===== src/rtl/pffl_pkg.sv =====
// Shared types and constants for the page frame free list.
package pffl_pkg;

    localparam int FRAME_NUM_BITS_DEF = 16;
    localparam int PAGE_BYTES_DEF     = 4096;

    // Widest frame index a command can carry over the legal parameter range
    localparam int FN_MAX_W = 25;

    localparam logic [31:0] KIND_USABLE = 32'd1;

    typedef enum logic [1:0] {
        REQ_ALLOC  = 2'd0,
        REQ_FREE   = 2'd1,
        REQ_REGION = 2'd2
    } req_t;

    typedef enum logic [1:0] {
        CFG_KERNEL_END = 2'd0,
        CFG_MODULE_END = 2'd1
    } cfg_idx_t;

    typedef enum logic [1:0] {
        OP_NOP,
        OP_ALLOC,
        OP_RANGE
    } op_t;

    typedef enum logic [1:0] {
        ST_IDLE,
        ST_ALLOC,
        ST_WALK
    } back_state_t;

    // One classified request: push frames first..stop-1, pop one, or report only
    typedef struct packed {
        op_t                 op;
        logic [FN_MAX_W-1:0] first;
        logic [FN_MAX_W-1:0] stop;
    } cmd_t;

    // Frames addressable within 32 bits, capped by the link store depth
    function automatic logic [33:0] frame_limit(input int fnb, input int ps);
        logic [33:0] lim;
        begin
            if (fnb < 32 - ps)
                lim = 34'd1 << fnb;
            else
                lim = 34'd1 << (32 - ps);
            return lim;
        end
    endfunction

endpackage


===== src/rtl/pffl_queue.sv =====
// Two-entry command queue between classifier and executor.
module pffl_queue (
    input  logic           clk,
    input  logic           rst_n,
    input  logic           push,
    input  pffl_pkg::cmd_t push_cmd,
    input  logic           pop,
    output logic           full,
    output logic           valid,
    output pffl_pkg::cmd_t head_cmd
);

    pffl_pkg::cmd_t entry_reg [2];
    logic           wr_ptr_reg;
    logic           rd_ptr_reg;
    logic [1:0]     count_reg;

    always_ff @(posedge clk or negedge rst_n)
    begin
        if (!rst_n)
        begin
            wr_ptr_reg <= 1'b0;
            rd_ptr_reg <= 1'b0;
            count_reg  <= '0;
        end
        else
        begin
            if (push)
                wr_ptr_reg <= !wr_ptr_reg;
            if (pop)
                rd_ptr_reg <= !rd_ptr_reg;
            if (push && !pop)
                count_reg <= count_reg + 2'd1;
            else if (pop && !push)
                count_reg <= count_reg - 2'd1;
        end
    end

    always_ff @(posedge clk)
    begin
        if (push)
            entry_reg[wr_ptr_reg] <= push_cmd;
    end

    assign full     = (count_reg == 2'd2);
    assign valid    = (count_reg != 2'd0);
    assign head_cmd = entry_reg[rd_ptr_reg];

endmodule


===== config.mk =====
export PLATFORM = sky130hd
export DESIGN_NAME = pffl_queue
export DESIGN_NICKNAME = d
export VERILOG_FILES = /design/src/rtl/pffl_pkg.sv /design/src/rtl/pffl_queue.sv
export SDC_FILE = /design/constraint.sdc
export NUM_CORES = 1
export LEC_CHECK = 0
export BUFFER_PORTS_ARGS = -buffer_cell sky130_fd_sc_hd__buf_2
export CAP_MARGIN = 40
export CORE_MARGIN = 2
export CORE_UTILIZATION = 52
export CTS_CLUSTER_DIAMETER = 150
export DETAILED_ROUTE_END_ITERATION = 6
export GPL_TIMING_DRIVEN = 0
export PLACE_DENSITY = 0.89
export SLEW_MARGIN = 20
export SYNTH_ARGS = -nofsm -noshare
export SYNTH_HDL_FRONTEND = slang
export SYNTH_SLANG_ARGS = --single-unit

===== constraint.sdc =====
create_clock -name clk -period 3.89 [get_ports clk]
set_clock_uncertainty 0.1 [all_clocks]
set_input_delay 0.778 -clock clk [delete_from_list [all_inputs] [get_ports clk]]
set_output_delay 0.778 -clock clk [all_outputs]
set_load 0.005 [all_outputs]

==> impl_metrics.tcl <==
set metrics [dict create \
    cts-buffers-inserted 9 \
    io_buffers 109 \
    dpl.hpwl_mm 4.23 \
    wl_mm 6.20 \
    dr_total_vias 1951 \
    synthCells 178 \
    gp_congestion 0.622 \
    grt_pass1_wl_mm 9.34 \
    root_buffer "clkbuf_8" \
    cpPeakStageDelay_ns 0.35 \
    cts.sinks 108 \
    netlist_area_sq_um 4190 \
    cts_tree "yes" \
    yosysWarnings 0 \
    ir_drop_mv 0.430 \
    placementRows 32 \
    hold_viol 0 \
    n_antenna_cell 0 \
    htree_num_levels 3 \
    syn_avg_cell_area_sq_um 23.6 \
    arrival_ns 1.48 \
    worst-path-max-fanout 10 \
    max_freq_ghz 0.425 \
    rsz0062_at_grt "false" \
    drv_cap 0 \
    fillers 561 \
    synth_top_area_cell "edfxtp_1" \
    yosysUniqueCellTypes 14 \
    fin_crit_ns 2.35 \
    setup_viol 0 \
    cts_resized 0 \
    cp_cell_sequence "buf_6, buf_12, mux2_4, buf_2" \
    status "finished clean" \
    vias_per_cell 4.79 \
    cts.hold.buffers_added 0 \
    crit_path_top_delay_cell "dfrtp_1" \
    initial_core_util_pct 54.0 \
    drv_slew 0 \
    clk_latency_ns 0.34 \
    syn_nets 235 \
    synth_top_area_share_pct 74.5 \
    synth.area.top_cells "edfxtp_1 74%, mux2_4 18%, buf_12 2.4%, dfrtp_1 2.4%, xor2_1 0.84%" \
    dieArea_sq_um 8800 \
    grt_max_degree 53 \
    crit_type "register to output pin" \
    postCtsSetupRepairBufs 0 \
    dr.pass1.iters 4 \
    end_kind "output pin" \
    holdWs_ns 0.119 \
    drc_errors 0 \
    fin_nets 357 \
    pin_count 110 \
    grt_usage_pct 14.6 \
    routedWlPerCell_um 15.2 \
    die_width_um 93.8 \
    cts_buffer_depth 2 \
    synth_seq_cells 108 \
    worst_pin_slew_ns 0.700 \
    layout-drive-gt1-share_pct 61.0 \
    core_sq_um 7770 \
    power_density_nw_per_um2 673 \
    cp.required_ns 3.01 \
    antenna_found_initial 0 \
    grt_pass1_vias 1981 \
    largest_reg_flops 104 \
    antenna_left 0 \
    path_clk_slew_ns 0.09 \
    slew-limit-headroom_pct 53.4 \
    hp-class "input port to asynchronous set/reset pin" \
    fp.dieH_um 93.8 \
    tns_ns 0 \
    drtIter0Drc 74 \
    leakage_nw 2.09 \
    finalCritPeriodShare_pct 60.5 \
    critPathLaunchType "register" \
    synthToLayoutAreaGrowth_pct 22.0 \
    overflow 0 \
    synth_seq_area_share_pct 76.9 \
]
==> cell type report <==
cell class / count / area [sq um] / share of cell area (%)
buffer: 6 / 111 / 2.18
inverter: 1 / 3.75 / 0.0734
timing repair buffer: 111 / 601 / 11.7
tap: 102 / 128 / 2.50
clock buffer: 11 / 131 / 2.57
clock inverter: 5 / 52.6 / 1.03
sequential: 108 / 3220 / 63.0
multi-input combinational: 63 / 865 / 16.9
==> path summary, 6_finish.rpt <==
check	cells after the start	slack (ns)	endpoint	startpoint
setup / recovery	4	1.54	head_cmd[7]	rd_ptr_reg
hold / removal	1	0.12	count_reg[0]	rst_n
setup reg to reg	2	2.31	entry_reg[0][43]	wr_ptr_reg
hold reg to reg	1	0.40	count_reg[1]	count_reg[1]
max in group asynchronous	1	3.44	rd_ptr_reg	rst_n
min in group clk	1	0.40	count_reg[1]	count_reg[1]
==> placed cells by master (no fill, tap or decap) <==
cell type,synthesis,final
buf_2,0,109
edfxtp_1,104,104
mux2_4,49,49
clkbuf_8,0,9
buf_12,5,5
xor2_1,4,4
dfrtp_1,4,4
mux2_2,3,3
clkinv_2,0,3
clkbuf_1,0,2
buf_16,0,2
buf_6,1,1
nor2b_1,2,1
or2_2,1,1
inv_1,1,1
and2_4,0,1
nor2b_4,0,1
xnor2_1,1,1
nor2_1,1,1
ha_1,1,1
clkinvlp_4,0,1
bufinv_16,0,1
==> kinds of logic after synthesis <==
group	count (synthesis)	synth area share [%]
buffers and inverters	7	2.75
DFF	108	76.9
xor gates and xnor gates	5	1.04
and+or+nand+nor	5	0.686
muxes	52	18.4
adders and majority gates	1	0.298
==> power by group <==
group	total, mW	switching [mW]	internal (mW)
clock network	0.634	0.338	0.295
registers	1.61	0.0675	1.54
logic	1.20	0.489	0.710
total	3.44	0.895	2.55
==> metal layers <==
metal  global-route usage, %  routed length (um)
met1                    16.7                2500
met2                    24.9                3210
met3                    4.65                 345
met4                    6.76                 146
met5                       0                   0
==> synthesized netlist by cell type <==
library cell,n
mux2_4,49
nor2b_1,2
ha_1,1
edfxtp_1,104
and2_1,1
or2_2,1
mux2_2,3
xor2_1,4
buf_12,5
dfrtp_1,4
inv_1,1
xnor2_1,1
nor2_1,1
buf_6,1
==> worst max-delay path, delay by kind of cell (launching register included) <==
family   cells  cell delay [ns]
buf+inv      3             0.48
flops        1             0.35
mux          1             0.31
==> stage by stage <==
| stage | area, sq um | utilization [%] | cells | total power [mW] | worst slack (ns) |
|---|---|---|---|---|---|
| after CTS | 5110 | 65.9 | 407 | 3.49 | 1.49 |
| final | 5110 | 65.9 | 407 | 3.44 | 1.54 |
| after detailed placement | 4930 | 63.5 | 391 | 2.86 | 1.79 |
| after global placement | 4870 | 62.6 | 389 | 2.82 | -1.10 |
| after floorplan | 4190 | - | 178 | 2.45 | 0.242 |
| after global routing | 5110 | 65.9 | 407 | 3.62 | 1.46 |
Note: power is estimated with default switching activity, not from simulation.
