[src/rtl/pffl_pkg.sv]
// Shared types and constants for the page frame free list.
package pffl_pkg;

    localparam int FRAME_NUM_BITS_DEF = 16;
    localparam int PAGE_BYTES_DEF     = 4096;

    // Widest frame index a command can carry over the legal parameter range
    localparam int FN_MAX_W = 25;

    localparam logic [31:0] KIND_USABLE = 32'd1;

    typedef enum logic [1:0] {
        REQ_ALLOC  = 2'd0,
        REQ_FREE   = 2'd1,
        REQ_REGION = 2'd2
    } req_t;

    typedef enum logic [1:0] {
        CFG_KERNEL_END = 2'd0,
        CFG_MODULE_END = 2'd1
    } cfg_idx_t;

    typedef enum logic [1:0] {
        OP_NOP,
        OP_ALLOC,
        OP_RANGE
    } op_t;

    typedef enum logic [1:0] {
        ST_IDLE,
        ST_ALLOC,
        ST_WALK
    } back_state_t;

    // One classified request: push frames first..stop-1, pop one, or report only
    typedef struct packed {
        op_t                 op;
        logic [FN_MAX_W-1:0] first;
        logic [FN_MAX_W-1:0] stop;
    } cmd_t;

    // Frames addressable within 32 bits, capped by the link store depth
    function automatic logic [33:0] frame_limit(input int fnb, input int ps);
        logic [33:0] lim;
        begin
            if (fnb < 32 - ps)
                lim = 34'd1 << fnb;
            else
                lim = 34'd1 << (32 - ps);
            return lim;
        end
    endfunction

endpackage

[src/rtl/pffl_front.sv]
// Request capture, configuration registers and request classification.
module pffl_front #(
    parameter int FRAME_NUM_BITS = pffl_pkg::FRAME_NUM_BITS_DEF,
    parameter int PAGE_BYTES     = pffl_pkg::PAGE_BYTES_DEF
) (
    input  logic              clk,
    input  logic              rst_n,
    input  logic              accept,
    input  logic [1:0]        req_type,
    input  logic [31:0]       frame_addr,
    input  logic [31:0]       region_base,
    input  logic [32:0]       region_length,
    input  logic [31:0]       region_kind,
    input  logic              cfg_wr,
    input  logic [1:0]        cfg_index,
    input  logic [31:0]       cfg_data,
    input  logic              q_full,
    output logic              q_push,
    output pffl_pkg::cmd_t    q_cmd,
    output logic              pending
);

    localparam int          PS  = $clog2(PAGE_BYTES);
    localparam logic [33:0] LIM = pffl_pkg::frame_limit(FRAME_NUM_BITS, PS);
    localparam logic [33:0] PAGE_MASK = 34'(PAGE_BYTES - 1);

    logic        pend_reg;
    logic [1:0]  type_reg;
    logic [31:0] addr_reg;
    logic [31:0] base_reg;
    logic [32:0] len_reg;
    logic [31:0] kind_reg;
    logic [31:0] kernel_end_reg;
    logic [31:0] module_end_reg;

    logic [31:0] start_a;
    logic [31:0] start_b;
    logic [33:0] first_w;
    logic [33:0] end_w;
    logic [33:0] stop_w;
    logic [33:0] fn_w;

    always_ff @(posedge clk or negedge rst_n)
    begin
        if (!rst_n)
        begin
            pend_reg       <= 1'b0;
            kernel_end_reg <= '0;
            module_end_reg <= '0;
        end
        else
        begin
            if (accept)
                pend_reg <= 1'b1;
            else if (q_push)
                pend_reg <= 1'b0;
            if (cfg_wr)
            begin
                if (cfg_index == pffl_pkg::CFG_KERNEL_END)
                    kernel_end_reg <= cfg_data;
                else if (cfg_index == pffl_pkg::CFG_MODULE_END)
                    module_end_reg <= cfg_data;
            end
        end
    end

    always_ff @(posedge clk)
    begin
        if (accept)
        begin
            type_reg <= req_type;
            addr_reg <= frame_addr;
            base_reg <= region_base;
            len_reg  <= region_length;
            kind_reg <= region_kind;
        end
    end

    always_comb
    begin
        start_a = (base_reg < kernel_end_reg) ? kernel_end_reg : base_reg;
        start_b = (start_a < module_end_reg) ? module_end_reg : start_a;
        first_w = (34'(start_b) + PAGE_MASK) >> PS;
        end_w   = 34'(base_reg) + 34'(len_reg);
        stop_w  = ((end_w >> PS) > LIM) ? LIM : (end_w >> PS);
        fn_w    = 34'(addr_reg) >> PS;

        q_cmd.op    = pffl_pkg::OP_NOP;
        q_cmd.first = '0;
        q_cmd.stop  = '0;
        unique case (type_reg)
            pffl_pkg::REQ_ALLOC:
                q_cmd.op = pffl_pkg::OP_ALLOC;
            pffl_pkg::REQ_FREE:
            begin
                if (fn_w < LIM)
                begin
                    q_cmd.op    = pffl_pkg::OP_RANGE;
                    q_cmd.first = fn_w[pffl_pkg::FN_MAX_W-1:0];
                    q_cmd.stop  = fn_w[pffl_pkg::FN_MAX_W-1:0] + 1'b1;
                end
            end
            pffl_pkg::REQ_REGION:
            begin
                if (kind_reg == pffl_pkg::KIND_USABLE)
                begin
                    q_cmd.op    = pffl_pkg::OP_RANGE;
                    q_cmd.first = first_w[pffl_pkg::FN_MAX_W-1:0];
                    q_cmd.stop  = stop_w[pffl_pkg::FN_MAX_W-1:0];
                end
            end
            default:
                q_cmd.op = pffl_pkg::OP_NOP;
        endcase
    end

    assign q_push  = pend_reg && !q_full;
    assign pending = pend_reg;

endmodule

[config.mk]
export PLATFORM = sky130hd
export DESIGN_NAME = pffl_front
export DESIGN_NICKNAME = d
export VERILOG_FILES = /design/src/rtl/pffl_pkg.sv /design/src/rtl/pffl_front.sv
export SDC_FILE = /design/constraint.sdc
export NUM_CORES = 1
export LEC_CHECK = 0
export ABC_CLOCK_PERIOD_IN_PS = 6700
export BUFFER_PORTS_ARGS = -buffer_cell sky130_fd_sc_hd__buf_2
export CAP_MARGIN = 30
export CORE_UTILIZATION = 40
export CTS_BUF_LIST = sky130_fd_sc_hd__clkbuf_16
export CTS_CLUSTER_DIAMETER = 200
export DETAILED_ROUTE_END_ITERATION = 12
export PLACE_DENSITY_LB_ADDON = 0.2
export SLEW_MARGIN = 10
export SYNTH_ARGS = -nofsm -noshare
export SYNTH_HDL_FRONTEND = slang
export SYNTH_SLANG_ARGS = --single-unit
[constraint.sdc]
create_clock -name clk -period 6.7 [get_ports clk]
set_clock_uncertainty 0.2 [all_clocks]
set_input_delay 0.335 -clock clk [delete_from_list [all_inputs] [get_ports clk]]
set_output_delay 0.335 -clock clk [all_outputs]
set_load 0.01 [all_outputs]
==> summary.md, run 1 <==
| Metric | Value |
|---|---|
| Worst vdd ir | `195 uV` |
| Gr ovfl total | `0` |
| Hold crit path type | `input port to async pin` |
| TritonCTS clock tree | `done` |
| DR WL/cell | `17.2 um` |
| CP endpoint | `q_cmd[40]` |
| Yosys warning count | `0` |
| Post-route cell area | `0.0150 mm^2` |
| GR peak layer | `met2` |
| Max Freq | `0.153 GHz` |
| Status | `completed` |
| # setup viols final | `0` |
| Worst-path fanout max | `6` |
| Critical Path Start | `base_reg[1]` |
| DR vias | `9,633` |
| Max FFs per register | `33` |
| Synth-to-Final Area Change | `35.0%` |
| Fin crit share | `97.5%` |
| First-pass GRT wire length | `48.9 mm` |
| Worst setup SP type | `flip-flop` |
| Relative slew slack | `40.0%` |
| P_leak | `6.56 nW` |
| Cell Area, Placed | `0.0126 mm^2` |
| Clock transition at path regs | `0.08 ns` |
| TritonCTS Buffers | `17` |
| Fillers | `2,406` |
| Max_cap viols | `0` |
| Remaining DRCs | `0` |
| Number of buffers added on ports | `199` |
| Initial antenna violation count | `3` |
| Chip width | `169 um` |
| Vias in the first global route | `9,398` |
| Detailed Route Iter0 Violations | `753` |
| Reg2reg start | `kernel_end_reg[0]` |
| Clock sink total | `184` |
| DP Worst Slack | `0.256 ns` |
| Post-synthesis sequential area ratio | `46.7%` |
| Fin nets | `1,741` |
| WL final | `32.0 mm` |
| Netlist cell types | `68` |
| Leading cell type in the layout, fill and taps excluded | `buf_2` |
| Crit path DAT | `6.00 ns` |
| Flop2flop setup slack | `5.60 ns` |
| Max Slew Vio Count | `0` |
| Synth Area per Inst | `10.2 um^2` |
| I/O pin cnt | `224` |
| R2R Path End | `kernel_end_reg[0]` |
| Setup ws final | `0.166 ns` |
| Gr usage total | `22.3%` |
| Required time worst endpoint | `6.16 ns` |
| Root buffer cell | `clkbuf_16` |
| Share of layout cells above drive strength 1 | `23.1%` |
| CP Capture Type | `output pin` |
| Max H-tree Level | `4` |
| Die Y | `169 um` |
| Buffer levels on the longest clock path | `2` |
| FP Rows | `60` |
| Main flop type after synthesis | `edfxtp_1` |
| DRT Pass-1 Iters | `5` |
| Met3 global-route usage | `3.41%` |
| Ys async rst share | `35.3%` |
| GPL Wtd Cong | `0.940` |
| Met1 Resource Use GR | `29.4%` |
| Via-to-Cell Ratio | `5.18` |
| Synthesized netlist cell count | `1,097` |
| Worst setup path class | `flip-flop to output pin` |
| Initial Util | `41.0%` |
| EDFF count, synth | `119` |
| Worst-Margin Slew | `0.897 ns` |
| CORE AREA | `0.0272 mm^2` |
| Antenna viol nets, final | `0` |
| Met2 Track Usage GR | `37.5%` |
| Post-synthesis register bit count | `184` |
| Power Dens Cells | `257 mW/mm^2` |
| DP HPWL | `23.3 mm` |
| Die area | `0.0285 mm^2` |
| Worst reg2reg path depth | `1` |
| Largest net degree at the start of global routing | `66` |
| Final Hold Fails | `0` |
| Worst-skew pair later-pin latency | `0.43 ns` |
| Tmin final | `6.53 ns` |
| Cell Area, Synth | `0.0111 mm^2` |
| Most frequent cells in the layout | `buf_2, dlygate4sd3_1, nand2_1` |
cell usage after synthesis (3+ instances only):
| cell type | count | area (um^2) |
|---|---|---|
| and2_1 | 4 | 25.0 |
| a31oi_1 | 5 | 31.3 |
| nand3_1 | 31 | 155 |
| xor2_1 | 24 | 210 |
| mux2_2 | 40 | 450 |
| o221ai_1 | 3 | 26.3 |
| buf_2 | 3 | 15.0 |
| nand4_1 | 27 | 169 |
| a21o_1 | 18 | 135 |
| o21a_1 | 8 | 60.1 |
| and3_1 | 12 | 75.1 |
| nor4_1 | 20 | 125 |
| o21ai_0 | 111 | 556 |
| a211oi_1 | 9 | 67.6 |
| inv_1 | 80 | 300 |
| dfrtp_1 | 65 | 1630 |
| mux2i_1 | 13 | 130 |
| nor3_1 | 17 | 85.1 |
| edfxtp_1 | 119 | 3570 |
| nand2b_1 | 6 | 37.5 |
| a221oi_1 | 3 | 26.3 |
| nor2b_1 | 4 | 25.0 |
| nor2_1 | 43 | 161 |
| buf_4 | 12 | 90.1 |
| nand2_1 | 147 | 552 |
| clkbuf_1 | 23 | 86.3 |
| a21oi_1 | 58 | 290 |
| ha_1 | 98 | 1230 |
| o31ai_1 | 11 | 82.6 |
| and4_1 | 4 | 35.0 |
| a221o_1 | 3 | 30.0 |
| xnor2_1 | 28 | 245 |
worst min path at each step:
stage | from | endpoint | slack (ns) | cells past startpoint
final | rst_n | module_end_reg[1] | 0.14 | 3
after floorplan | rst_n | kernel_end_reg[0] | -0.16 | 0
after global routing | rst_n | kernel_end_reg[4] | 0.17 | 3
after CTS | accept | kind_reg[11] | 0.30 | 1
after global placement | pending | pending | 0.27 | 1
after detailed placement | pending | pending | 0.28 | 1
logic make-up after synthesis:
family / share of synthesized area [%]
DFF: 46.7
xor gates and xnor gates: 4.09
other: 0.0337
muxes: 5.21
buffers and inverters: 4.65
AOI/OAI and AO/OA: 14.4
and+or+nand+nor: 13.9
adders and majority gates: 11.0
area by class of cell:
class,count,area [um^2],area share (%)
multi-input cells,805,5660,37.6
flip-flops and latches,184,5200,34.6
repair buffers,385,2820,18.7
well taps,372,465,3.09
clock buffers,17,425,2.83
inverters,80,300,2.00
clock inverters,15,166,1.11
diodes,3,7.51,0.0499
repair_timing:
item                                   in CTS  in global routing
hold buffers                              153                  0
endpoints found under the hold margin     249                  0
setup endpoints to repair                  21                 21
pin swaps                                   1                 10
resized for setup                           6                 34
cloned                                      0                  2
setup buffers                               1                  9
worst max-delay path: stages, from the launching register on:
cell and delay [ns]:
edfxtp_1 0.44, ha_1 0.35, a2111oi_4 0.39, o32ai_4 0.14, o41ai_4 0.73, nand2_2 0.26
nand2_1 0.13, o21ai_0 0.12, ha_1 0.33, nand4_1 0.26, inv_1 0.09, a221oi_2 0.36
nand3_2 0.18, o41ai_2 0.27, a211oi_2 0.15, a31o_1 0.26, a211o_4 0.37, nor3b_2 0.18
xnor2_1 0.12, o31ai_2 0.24, buf_2 0.19
metrics by stage:
step / hold WS [ns] / power (W) / util, % / instances / TNS, ns
after global routing: 0.170 / 0.00409 / 55.3 / 1861 / -0.0666
final: 0.145 / 0.00386 / 55.3 / 1861 / 0
after global placement: 0.271 / 0.00265 / 46.4 / 1660 / 0
after detailed placement: 0.283 / 0.00267 / 46.4 / 1660 / 0
after floorplan: -0.161 / 0.00229 / - / 1108 / 0
after CTS: 0.298 / 0.00378 / 54.4 / 1846 / 0
report_power, final:
part | leakage [nW] | internal [W] | total, W | switching [W]
clock network | 0.288 | 0.000505 | 0.00102 | 0.000514
logic | 4.33 | 0.000607 | 0.00139 | 0.000786
registers | 1.95 | 0.00135 | 0.00145 | 0.000102
total | 6.56 | 0.00246 | 0.00386 | 0.00140
metal layers:
metal	part of all wire, %	wire (um)	vias to the layer above
li1	-	-	4758
met1	46	14600	4535
met2	47	15200	298
met3	4.6	1490	42
met4	2.2	689	0
met5	0	0	-
Power figures use the tool's default switching activity.
==> inputs of run 2 (changes only) <==
- CORE_UTILIZATION: 40 -> 29
- CTS_BUF_LIST: sky130_fd_sc_hd__clkbuf_16 -> default
- RECOVER_POWER: default -> 100
==> run 2 against run 1 <==
  * The run now ends with capacitance limit, slew limit left
  * Clock power barely moved
  * Cell count is 7.7% higher
  * Final area grew 0.68%
  * Non-clock buffer count is 7 higher
  * Largest cell class unchanged
  * First-iteration DRC count down 41%
  * Hold slack improved by 0.0059 ns
  * Largest power group unchanged
  * Count of clock-buffer cells in the layout unchanged
==> summary.md, run 2 (synthesized netlist as in run 1, its figures left out) <==
| Metric | Value |
|---|---|
| Overall power | `0.00389 W` |
| Failing checks | `capacitance limit, slew limit` |
| Worst-path fanout max | `17` |
| Post-Layout Cell Count | `2,004` |
| Post-route cell area | `0.0151 mm^2` |
| FP Rows | `71` |
| Share of layout cells above drive strength 1 | `20.1%` |
| Fillers | `3,754` |
| P_leak | `6.43 nW` |
| Synth-to-Final Area Change | `35.9%` |
| Fin nets | `1,746` |
| Detailed Route Iter0 Violations | `446` |
| TritonCTS Buffers | `17` |
| Status | `finished, violations left` |
| Die area | `0.0392 mm^2` |
| Via-to-Cell Ratio | `4.78` |
| GPL Wtd Cong | `0.898` |
| Worst setup path class | `flip-flop to output pin` |
| DP HPWL | `26.0 mm` |
| Relative slew slack | `-145%` |
| Clock transition at path regs | `0.08 ns` |
| Crit path DAT | `5.93 ns` |
| Fin crit share | `96.5%` |
| Gr ovfl total | `0` |
| Hold crit path type | `input port to async pin` |
| Max H-tree Level | `4` |
| Chip width | `198 um` |
| Leading cell type in the layout, fill and taps excluded | `buf_2` |
| Worst vdd ir | `227 uV` |
| Initial antenna violation count | `2` |
| Max Freq | `0.155 GHz` |
| CP Capture Type | `output pin` |
| Clock sink total | `184` |
| Max FFs per register | `33` |
| Max Slew Vio Count | `283` |
| CORE AREA | `0.0378 mm^2` |
| Power Dens Cells | `257 mW/mm^2` |
| Buffer levels on the longest clock path | `2` |
| First-pass GRT wire length | `52.3 mm` |
| Largest net degree at the start of global routing | `78` |
| Required time worst endpoint | `6.16 ns` |
| DR WL/cell | `17.1 um` |
| Worst-Margin Slew | `3.68 ns` |
| Remaining DRCs | `0` |
| Cell Area, Placed | `0.0128 mm^2` |
| TritonCTS clock tree | `done` |
| Worst-skew pair later-pin latency | `0.44 ns` |
| Die Y | `198 um` |
| DP Cell Count | `1,805` |
| Tmin final | `6.47 ns` |
| Vias in the first global route | `9,722` |
| WL final | `34.4 mm` |
| Most frequent cells in the layout | `buf_2, dlygate4sd3_1, nand2_1` |
| Number of buffers added on ports | `199` |
| Root buffer cell | `clkbuf_16` |
| # setup viols final | `0` |
| Layout Utilization | `40.1%` |
| I/O pin cnt | `224` |
| Worst setup SP type | `flip-flop` |
| TNS Setup | `0 ns` |
| Max_cap viols | `6` |
| DR vias | `9,573` |
| Initial Util | `29.5%` |
| Antenna viol nets, final | `0` |
| Final Hold Fails | `0` |
| Gr usage total | `17.7%` |
| DRT Pass-1 Iters | `5` |
## run 2: changes by cell type in the layout (fill, tap and decap cells not counted), sizes merged
cell,previous run,this run
clkbuf,17,67
buf,232,189
clkinv,4,7
inv,90,87
nand2,150,148
bufinv,0,1
clkinvlp,1,0
diode,3,2
## run 2: path summary, 6_finish.rpt
kind                                         from            endpoint  slack [ns]  depth (start not counted)
min in group clk                          pending             pending        0.30                          1
worst max register to register  kernel_end_reg[0]   kernel_end_reg[0]        5.60                          1
worst min-delay path                        rst_n   kernel_end_reg[3]        0.15                          3
worst min register to register            pending             pending        0.30                          1
max in group asynchronous                   rst_n  module_end_reg[28]        2.52                          4
worst max-delay path                 base_reg[15]           q_cmd[40]        0.23                         23
## run 2: repair_timing
action	CTS	global route
gates cloned	0	1
endpoints found under the setup margin	18	21
gates resized for setup	6	25
setup buffers	3	6
hold buffers	153	0
endpoints found under the hold margin	249	0
pin swaps	2	16
## run 2: stage by stage
stage	hold WS [ns]	setup slack [ns]
floorplan	-0.161	0.764
global placement	0.271	0.416
detailed placement	0.281	0.356
CTS	0.199	0.0180
global route	0.171	-0.0243
finish	0.151	0.234
## run 2: where the power goes
group / internal (W) / leakage [nW] / total (W) / switching, W
sequential: 0.00135 / 1.95 / 0.00145 / 0.000103
clock: 0.000537 / 0.301 / 0.00104 / 0.000505
combinational: 0.000610 / 4.18 / 0.00139 / 0.000780
total: 0.00250 / 6.43 / 0.00389 / 0.00139
## run 2: layer usage
metal	GRT usage, %	part of all wire, %	vias to the layer above	wire length (um)
li1	-	-	4774	-
met1	22.4	45	4506	15500
met2	29.5	47	240	16300
met3	3.65	4.6	53	1570
met4	6.69	2.9	0	992
met5	0	0	-	0
## run 2: layout make-up
cell class                      count  area (um^2)  area share (%)
Timing Repair Buffer              392         2800            18.5
Tap cell                          511          639            4.22
Inverter                           80          300            1.98
Multi-Input combinational cell    803         5590            36.9
Clock buffer                       17          425            2.81
Sequential cell                   184         5200            34.3
Antenna cell                        2         5.00          0.0330
Clock inverter                     15          185            1.22
## run 2: worst max-delay path: stages (launching register included)
cell,delay (ns)
edfxtp_1,0.44
ha_1,0.35
nand4_1,0.18
or4_4,0.58
o32ai_4,0.34
o41ai_4,0.13
nand2_2,0.14
buf_4,0.14
clkbuf_16,0.17
o21ai_0,0.13
ha_1,0.36
nand4_1,0.14
nor4_4,0.35
buf_4,0.17
and2_4,0.16
inv_1,0.06
nor2_4,0.13
o21ai_4,0.10
a31o_4,0.28
a211o_4,0.35
nor3b_2,0.18
xnor2_1,0.09
o31ai_2,0.30
clkbuf_2,0.20
==> inputs of run 3 (changes only) <==
- CELL_PAD_IN_SITES_DETAIL_PLACEMENT: default -> 1
- CELL_PAD_IN_SITES_GLOBAL_PLACEMENT: default -> 1
==> run 3 against run 2 <==
  * The flow still finishes with violations (capacitance limit, slew limit)
  * Setup slack got worse by 0.079 ns
  * Utilization rose by 1.2 points
  * Sequential power barely moved
  * Cell count rose by 2.9%
  * Register-to-register slack got worse by 0.11 ns
  * Non-clock buffer count rose by 59
  * Sequential share of layout area fell by 1.0 points
  * First-iteration DRC count fell by 6.5%
  * Largest cell class unchanged
  * Highest routed layer is now met5
==> summary.md, run 3 (synthesized netlist as in run 1, its figures left out) <==
| Metric | Value |
|---|---|
| Post-route cell area | `0.0156 mm^2` |
| CP max stage cell | `a2111oi_0` |
| GPL Wtd Cong | `0.849` |
| DP Cell Count | `1,873` |
| Max FFs per register | `33` |
| CORE AREA | `0.0378 mm^2` |
| Initial antenna violation count | `2` |
| Clock share of power | `26.7%` |
| Worst setup path class | `flip-flop to output pin` |
| FP Rows | `71` |
| Synth-to-Final Area Change | `40.1%` |
| Worst-path cell chain | `buf_4 > ha_1 > nand4_1 > nor3_1 > o21ai_0 > a21oi_1 > o21ai_0 > a21boi_0 > mux2i_1 > o311ai_0 > a2111oi_0 > nand2_1 > o31ai_1 > buf_2` |
| I/O pin cnt | `224` |
| DP Worst Slack | `0.397 ns` |
| Comb pwr share | `37.6%` |
| Fillers | `4,325` |
| Worst-Margin Slew | `3.39 ns` |
| Hold WS | `0.253 ns` |
| Max Freq | `0.153 GHz` |
| R2R Path End | `kernel_end_reg[19]` |
| Clock transition at path regs | `0.07 ns` |
| Max H-tree Level | `4` |
| Required time worst endpoint | `6.16 ns` |
| Clock sink total | `184` |
| Most common cell on crit path | `o21ai_0` |
| Chip width | `198 um` |
| Met3 global-route usage | `3.54%` |
| Die Y | `198 um` |
| Antenna viol nets, final | `0` |
| Largest net degree at the start of global routing | `70` |
| Relative slew slack | `-126%` |
| NetSw | `0.00142 W` |
| Die area | `0.0392 mm^2` |
| Leading cell type in the layout, fill and taps excluded | `buf_2` |
| DRT Pass-1 Iters | `4` |
| Flop2flop setup slack | `5.49 ns` |
| # setup viols final | `0` |
| Max Slew Vio Count | `278` |
| Worst reg2reg path depth | `3` |
| Gr ovfl total | `0` |
| Tmin final | `6.54 ns` |
| Power Dens Cells | `260 mW/mm^2` |
| Vias in the first global route | `10,913` |
| Status | `finished, violations left` |
| Switching part of the total | `34.9%` |
| Cell Area, Placed | `0.0134 mm^2` |
| Crit path DAT | `6.01 ns` |
| P_leak | `6.75 nW` |
| DR vias | `10,126` |
| Max incr delay on CP | `1.12 ns` |
| GR peak layer | `met2` |
| First-pass GRT wire length | `61.1 mm` |
| DP HPWL | `29.7 mm` |
| Failing checks | `capacitance limit, slew limit` |
| Worst-skew pair later-pin latency | `0.48 ns` |
| Worst-path fanout max | `7` |
| Met1 Resource Use GR | `25.1%` |
| Worst vdd ir | `165 uV` |
| Met2 Track Usage GR | `37.6%` |
| Gr usage total | `20.9%` |
| WL final | `40.0 mm` |
| DR WL/cell | `19.4 um` |
| Remaining DRCs | `0` |
| Worst setup SP type | `flip-flop` |
| Setup ws final | `0.155 ns` |
| Via-to-Cell Ratio | `4.91` |
| Final Hold Fails | `0` |
| Reg2reg start | `kernel_end_reg[19]` |
| TNS Setup | `0 ns` |
| Detailed Route Iter0 Violations | `417` |
| Initial Util | `29.5%` |
| Share of layout cells above drive strength 1 | `23.6%` |
| Root buffer cell | `clkbuf_16` |
| Buffer levels on the longest clock path | `2` |
| TritonCTS clock tree | `done` |
| Number of buffers added on ports | `199` |
| TritonCTS Buffers | `17` |
| Post-Layout Cell Count | `2,062` |
| Hold crit path type | `input port to async pin` |
| Internal power | `0.00264 W` |
| Max_cap viols | `5` |
| Reg power frac | `35.7%` |
| Fin crit share | `97.7%` |
| Most frequent cells in the layout | `buf_2, dlygate4sd3_1, nand2_1` |
| Fin nets | `1,805` |
| CP Capture Type | `output pin` |
==> run 3: changes by cell type in the layout (fill, tap and decap cells not counted), sizes merged <==
cell	before	now
buf	189	258
bufinv	1	3
clkbuf	67	59
clkinv	7	6
clkinvlp	0	2
diode	2	1
inv	87	82
==> run 3: worst max path at each step <==
stage	startpoint	endpoint	slack, ns
finish	base_reg[12]	q_cmd[3]	0.16
global route	kernel_end_reg[15]	q_cmd[40]	-0.04
CTS	base_reg[30]	q_cmd[35]	0.01
detailed placement	kernel_end_reg[15]	q_cmd[38]	0.40
global placement	base_reg[15]	q_cmd[38]	0.48
floorplan	base_reg[15]	q_cmd[35]	0.76
==> run 3: area by class of cell <==
cell class	instances	area, um^2	area share [%]
sequential	184	5200	33.3
clock buffer	19	433	2.77
timing repair buffer	451	3260	20.9
tap	511	639	4.10
inverter	80	300	1.92
antenna	1	2.50	0.0160
clock inverter	13	173	1.11
multi-input combinational	803	5600	35.9
==> run 3: worst max-delay path, delay by kind of cell, from the launching register on <==
| family | cells | cell delay (ns) |
|---|---|---|
| flops | 1 | 0.43 |
| mux | 1 | 0.28 |
| compound gates | 7 | 3.23 |
| buf+inv | 2 | 0.39 |
| fa+ha+maj | 1 | 0.40 |
| simple gates | 3 | 0.81 |
==> run 3: timing repair <==
item	4_1_cts	5_1_grt
endpoints found under the hold margin	249	0
hold buffers	153	0
gates cloned	0	0
gates resized for setup	4	24
buffers inserted	1	1
pin swaps	3	13
setup endpoints to repair	7	21
==> run 3: power groups by stage <==
stage | registers [W] | logic (W) | clock network (W)
after CTS | 0.00145 | 0.00149 | 0.00112
after floorplan | 0.00143 | 0.000859 | 0
after detailed placement | 0.00147 | 0.00139 | 0
after global placement | 0.00147 | 0.00136 | 0
after global routing | 0.00147 | 0.00169 | 0.00115
final | 0.00145 | 0.00152 | 0.00108
==> run 3: per-layer routing <==
metal | part of all wire (%) | wire length, um | vias to the layer above
met5 | 0.020 | 8 | -
met4 | 2.1 | 844 | 2
met3 | 4.1 | 1650 | 49
met2 | 51 | 20400 | 234
met1 | 43 | 17100 | 4969
li1 | - | - | 4872
==> run 3: metrics by stage <==
stage | util [%] | total power [W]
final | 41.3 | 0.00405
after global routing | 41.3 | 0.00430
after CTS | 41.2 | 0.00405
after detailed placement | 35.4 | 0.00286
after global placement | 35.4 | 0.00283
after floorplan | - | 0.00229
